===== src/note_directory_page_allocator_core_macros.svh =====
// assertion macros for the note directory allocator
`ifndef NOTE_DIRECTORY_PAGE_ALLOCATOR_CORE_MACROS_SVH
`define NOTE_DIRECTORY_PAGE_ALLOCATOR_CORE_MACROS_SVH
// property that must hold on every clock outside reset
`define NDPA_ASSERT_ALWAYS(label, clk, rst_n, expr, msg) \
  label: assert property (@(posedge clk) disable iff (!rst_n) (expr)) else $error(msg);
// implication checked from the next clock
`define NDPA_ASSERT_NEXT(label, clk, rst_n, ante, cons, msg) \
  label: assert property (@(posedge clk) disable iff (!rst_n) (ante) |=> (cons)) else $error(msg);
`endif


===== src/ndpa_pkg.sv =====
// shared types and constants of the note directory allocator
package ndpa_pkg;
  localparam int DirEntries = 16;
  localparam int DataPages  = 123;
  localparam int PageBytes  = 256;
  localparam int SlotW      = $clog2(DirEntries);
  localparam int PageW      = $clog2(DataPages + 1);
  localparam int CountW     = $clog2(DirEntries + 1);
  localparam int PageShift  = $clog2(PageBytes);

  localparam logic [2:0] CmdAlloc  = 3'd0;
  localparam logic [2:0] CmdFind   = 3'd1;
  localparam logic [2:0] CmdDelete = 3'd2;
  localparam logic [2:0] CmdState  = 3'd3;
  localparam logic [2:0] CmdQuery  = 3'd4;
  localparam logic [2:0] CmdFormat = 3'd5;

  localparam logic [2:0] StOk      = 3'd0;
  localparam logic [2:0] StNoPack  = 3'd1;
  localparam logic [2:0] StInvalid = 3'd2;
  localparam logic [2:0] StExists  = 3'd3;
  localparam logic [2:0] StDirFull = 3'd4;
  localparam logic [2:0] StDataFul = 3'd5;

  // one directory entry
  typedef struct packed {
    logic        used;
    logic [31:0] game;
    logic [15:0] company;
    logic [63:0] name_high;
    logic [63:0] name_low;
    logic [31:0] ext;
    logic [PageW-1:0] start;
    logic [PageW-1:0] pages;
  } entry_t;

  // summary gathered over one directory scan
  typedef struct packed {
    logic             match_found;
    logic [SlotW-1:0] match_slot;
    logic             free_found;
    logic [SlotW-1:0] free_slot;
    logic [PageW-1:0] total_pages;
    logic [PageW-1:0] end_page;
    logic [CountW-1:0] used_count;
  } scan_t;
endpackage


===== src/ndpa_scan.sv =====
// sequential scan unit: one directory entry per cycle while step is high, accumulates lookup and sums
module ndpa_scan import ndpa_pkg::*; (
  input  logic             clk,
  input  logic             rst_n,
  input  logic             start,
  input  logic             step,
  input  logic [SlotW-1:0] idx,
  input  entry_t           ent,
  input  logic [15:0]      maker_id,
  input  logic [31:0]      title_id,
  input  logic [63:0]      name_high,
  input  logic [63:0]      name_low,
  input  logic             name_given,
  input  logic [31:0]      ext,
  input  logic             ext_given,
  output scan_t            res
);
  scan_t res_r, res_nxt;
  logic hit;
  logic [PageW:0] endp;

  // compare of one entry against the key
  always_comb begin
    hit = ent.used && ent.company == maker_id && ent.game == title_id &&
          (!name_given || (ent.name_high == name_high && ent.name_low == name_low)) &&
          (!ext_given || ent.ext == ext);
    endp = {1'b0, ent.start} + {1'b0, ent.pages};
  end

  // accumulate
  always_comb begin
    res_nxt = res_r;
    if (start) begin
      res_nxt = '0;
    end else if (step) begin
      if (hit && !res_r.match_found) begin
        res_nxt.match_found = 1'b1;
        res_nxt.match_slot  = idx;
      end
      if (!ent.used && !res_r.free_found) begin
        res_nxt.free_found = 1'b1;
        res_nxt.free_slot  = idx;
      end
      if (ent.used) begin
        res_nxt.total_pages = res_r.total_pages + ent.pages;
        res_nxt.used_count  = res_r.used_count + 1'b1;
        if (endp[PageW-1:0] > res_r.end_page) res_nxt.end_page = endp[PageW-1:0];
      end
    end
  end

  always_ff @(posedge clk) begin
    if (!rst_n) res_r <= '0;
    else res_r <= res_nxt;
  end

  assign res = res_r;
endmodule


===== config.mk =====
export PLATFORM = sky130hd
export DESIGN_NAME = ndpa_scan
export DESIGN_NICKNAME = d
export VERILOG_FILES = /design/src/note_directory_page_allocator_core_macros.svh /design/src/ndpa_pkg.sv /design/src/ndpa_scan.sv
export SDC_FILE = /design/constraint.sdc
export NUM_CORES = 1
export LEC_CHECK = 0
export BUFFER_PORTS_ARGS = -buffer_cell sky130_fd_sc_hd__buf_2
export CORE_AREA = 4 4 182 184
export CTS_CLUSTER_DIAMETER = 100
export DETAILED_ROUTE_END_ITERATION = 7
export DIE_AREA = 0 0 186 188
export GPL_TIMING_DRIVEN = 0
export PLACE_DENSITY = 0.46
export SETUP_SLACK_MARGIN = 0.2
export SLEW_MARGIN = 20
export SYNTH_ARGS = -nofsm -noshare
export SYNTH_HDL_FRONTEND = slang
export SYNTH_SLANG_ARGS = --single-unit

===== constraint.sdc =====
create_clock -name clk -period 7.57 [get_ports clk]
set_input_delay 1.514 -clock clk [delete_from_list [all_inputs] [get_ports clk]]
set_output_delay 1.514 -clock clk [all_outputs]
set_load 0.02 [all_outputs]

==> out/metrics.csv <==
metric,value,unit
synth_compound_area_frac,0.0704,
grt_pass1_wl,31600,um
cp_data_arrival_time,4.38,ns
io_pins,470,
drt_pass1_iterations,4,
cts-root-buf,clkbuf_16,
core,31400,um2
syn_to_final_growth,76.0,%
worst_pin_slew,0.997,ns
wirelength,22800,um
clock_sinks,29,
comb_power_share,0.469,
setup-tns-final,0,ns
dieArea,35000,um2
synth-seq-cells,29,
synth_edf_count,0,
finalClockSkew,0.00403,ns
cts_tree,built,
grt_max_degree,11,
via_per_inst,3.78,
yosys.area.top_type,xnor2_1,
antenna_found_initial,5,
gr-total-overflow,0,
post_cts_buffers,0,
die_w,186,um
final.setup.worst_slack,3.33,ns
syn_inst,469,
fp.dieH,188,um
clock_power_share,0.303,
synth_top_area_share,0.307,
seq_area,581,um2
num_vias,5106,
synth-adder-area-share,0.0732,
dp_cells,1340,
relSlewSlack,0.334,
dpl_cell_area,6820,um2
p_int,475,uW
synth_xor_area_frac,0.486,
first_global_vias,5411,
finalSetupViolCount,0,
largest_register_ffs,29,
dominantRegCellSynth,dfxtp_1,
synth.yosys.seq_area_share,0.146,
yosys-top-cells-area,"xnor2_1 (31%), xor2_1 (18%), dfxtp_1 (15%)",
worstPathRequired,7.71,ns
multiInputGateArea,3300,um2
finish.instance_area,6980,um2
synth_area,3970,um2
seqPwrFrac,0.228,
synth.area.mux_share,0.0278,
rsz0062_at_grt,no,
period_share,0.560,
antenna_left,0,
fin_cells,1350,
synth_top_family_by_area,XOR/XNOR gates,
cp_max_fo,7,
ys_types,40,
cp_slowest_stage_delay,0.47,ns
clkTransAtPathRegs,0.05,ns
end_kind,flip-flop,
htreeDepth,2,
clkLatencyLatePin,0.28,ns
start_kind,input pin,
wl_per_cell,16.9,um
postSynthAreaPerCell,8.45,um2
clockBufferDepth,2,
drc,0,
ys_warn_count,0,
track_usage,0.121,
numCtsBuffers,5,
initial_core_util,0.126,
cts_resized,0,
crit_family,compound AO/OA/AOI/OAI gates,
fp-row-count,65,
crit_slowest_cell,a21oi_2,
hold_class,flip-flop to flip-flop,
holdBufCountCts,0,
outcome,"finished, final reports clean",
final_layout_size_suffix_gt1_frac,0.513,
hold_viol_final,0,
dp_worst_setup_slack,3.03,ns
globalplace.congestion,0.883,
syn-num-nets,932,
power_density,99.7,nW/um2
path_cells,buf_2 > ha_1 > fa_1 > a21o_1 > a21oi_1 > o21bai_1 > a21oi_1 > xnor2_1 > ha_1 > nand3_1 > o21bai_1 > a21oi_2 > mux2i_1 > nor2_1,
fin_crit,4.24,ns
hpwl,21600,um
num-nets-final,1408,
p_leak,0.00330,uW
ys_async_sr_fraction,0,
fmax,0.236,GHz
p_switching,221,uW
total_power,696,uW
ir_drop,0.0000737,V
port_buffers,469,
synthSimpleGateAreaFrac,0.175,
drtIter0Drc,111,
worst-path-buf-inv,1,
drv_slew,0,
switching_share,0.318,
path_class,input pin to flip-flop,
drv_cap,0,
fill_cells,3586,
cell type report:
class                           count  share of cell area
Timing Repair Buffer              469               0.336
Buffer                              5             0.00269
Sequential cell                    29              0.0832
Clock inverter                      1            0.000717
Tap cell                          402              0.0721
Multi-Input combinational cell    418               0.473
Antenna cell                        2            0.000717
Inverter                           17             0.00914
Clock buffer                        7              0.0219
layout by cell type (no fill, tap or decap), drive strengths merged, types with 2 or more instances in the layout:
master	instances
nor4	27
nor3	3
o21a	2
a21oi	21
nor2	20
dfxtp	29
o21ai	9
inv	17
or4	2
nor3b	2
nor2b	3
nand2	13
o31ai	2
a21o	4
xor2	81
nand3	2
diode	2
mux2i	11
o21bai	3
xnor2	139
ha	20
clkbuf	11
nand4	45
fa	2
buf	470
power groups by stage:
stage / Sequential (uW) / Combinational (uW) / Clock (uW)
6_report: 159 / 326 / 211
3_5_place_dp: 162 / 329 / 0
3_3_place_gp: 162 / 327 / 0
5_1_grt: 159 / 361 / 226
2_1_floorplan: 165 / 149 / 0
4_1_cts: 159 / 331 / 218
per-stage QoR:
step,hold WS (ns),util
2_1_floorplan,0.546,-
3_3_place_gp,0.466,0.217
3_5_place_dp,0.469,0.217
4_1_cts,0.476,0.222
5_1_grt,0.501,0.222
6_report,0.470,0.222
cells by family (layout without fill, tap and decap cells):
logic type | Yosys count | in the layout
adders and majority gates | 22 | 22
AOI/OAI and AO/OA | 45 | 45
DFF | 29 | 29
muxes | 11 | 11
buffers and inverters | 22 | 499
and+or+nand+nor | 120 | 120
other | 0 | 2
xor gates and xnor gates | 220 | 220
path summary, 6_finish.rpt:
check | cells past startpoint | slack [ns] | endpoint | from
min | 2 | 0.47 | res[17] | res[17]
max reg2reg | 10 | 5.25 | res[18] | res[12]
min reg2reg | 2 | 0.47 | res[17] | res[17]
max | 14 | 3.33 | res[5] | ent[0]
cell usage after synthesis, types with 2 or more instances:
cell and count:
o21ai_0 2, dfxtp_1 29, o21ai_1 6, o21a_1 2, o21bai_1 3, clkbuf_1 4
nand2_1 12, a21o_1 4, inv_1 17, mux2i_1 11, a21oi_1 20, nor4_1 26
nor2b_1 3, nand4_1 45, xor2_1 81, ha_1 20, nor3_1 3, fa_1 2
nor3b_1 2, xnor2_1 139, nor2_1 19
worst register-to-register path, delay by kind of cell (launching register included):
| family | cells | cell delay [ns] |
|---|---|---|
| compound gates | 4 | 0.55 |
| fa+ha+maj | 2 | 0.57 |
| buf+inv | 1 | 0.06 |
| flops | 1 | 0.37 |
| simple gates | 3 | 0.71 |
layer usage:
layer,share of wire,vias up,track usage
met1,0.41,2226,0.147
met5,0.00053,-,0
met2,0.49,269,0.220
met3,0.079,23,0.0235
met4,0.019,2,0.0230
li1,-,2586,-
Power figures use the tool's default switching activity.
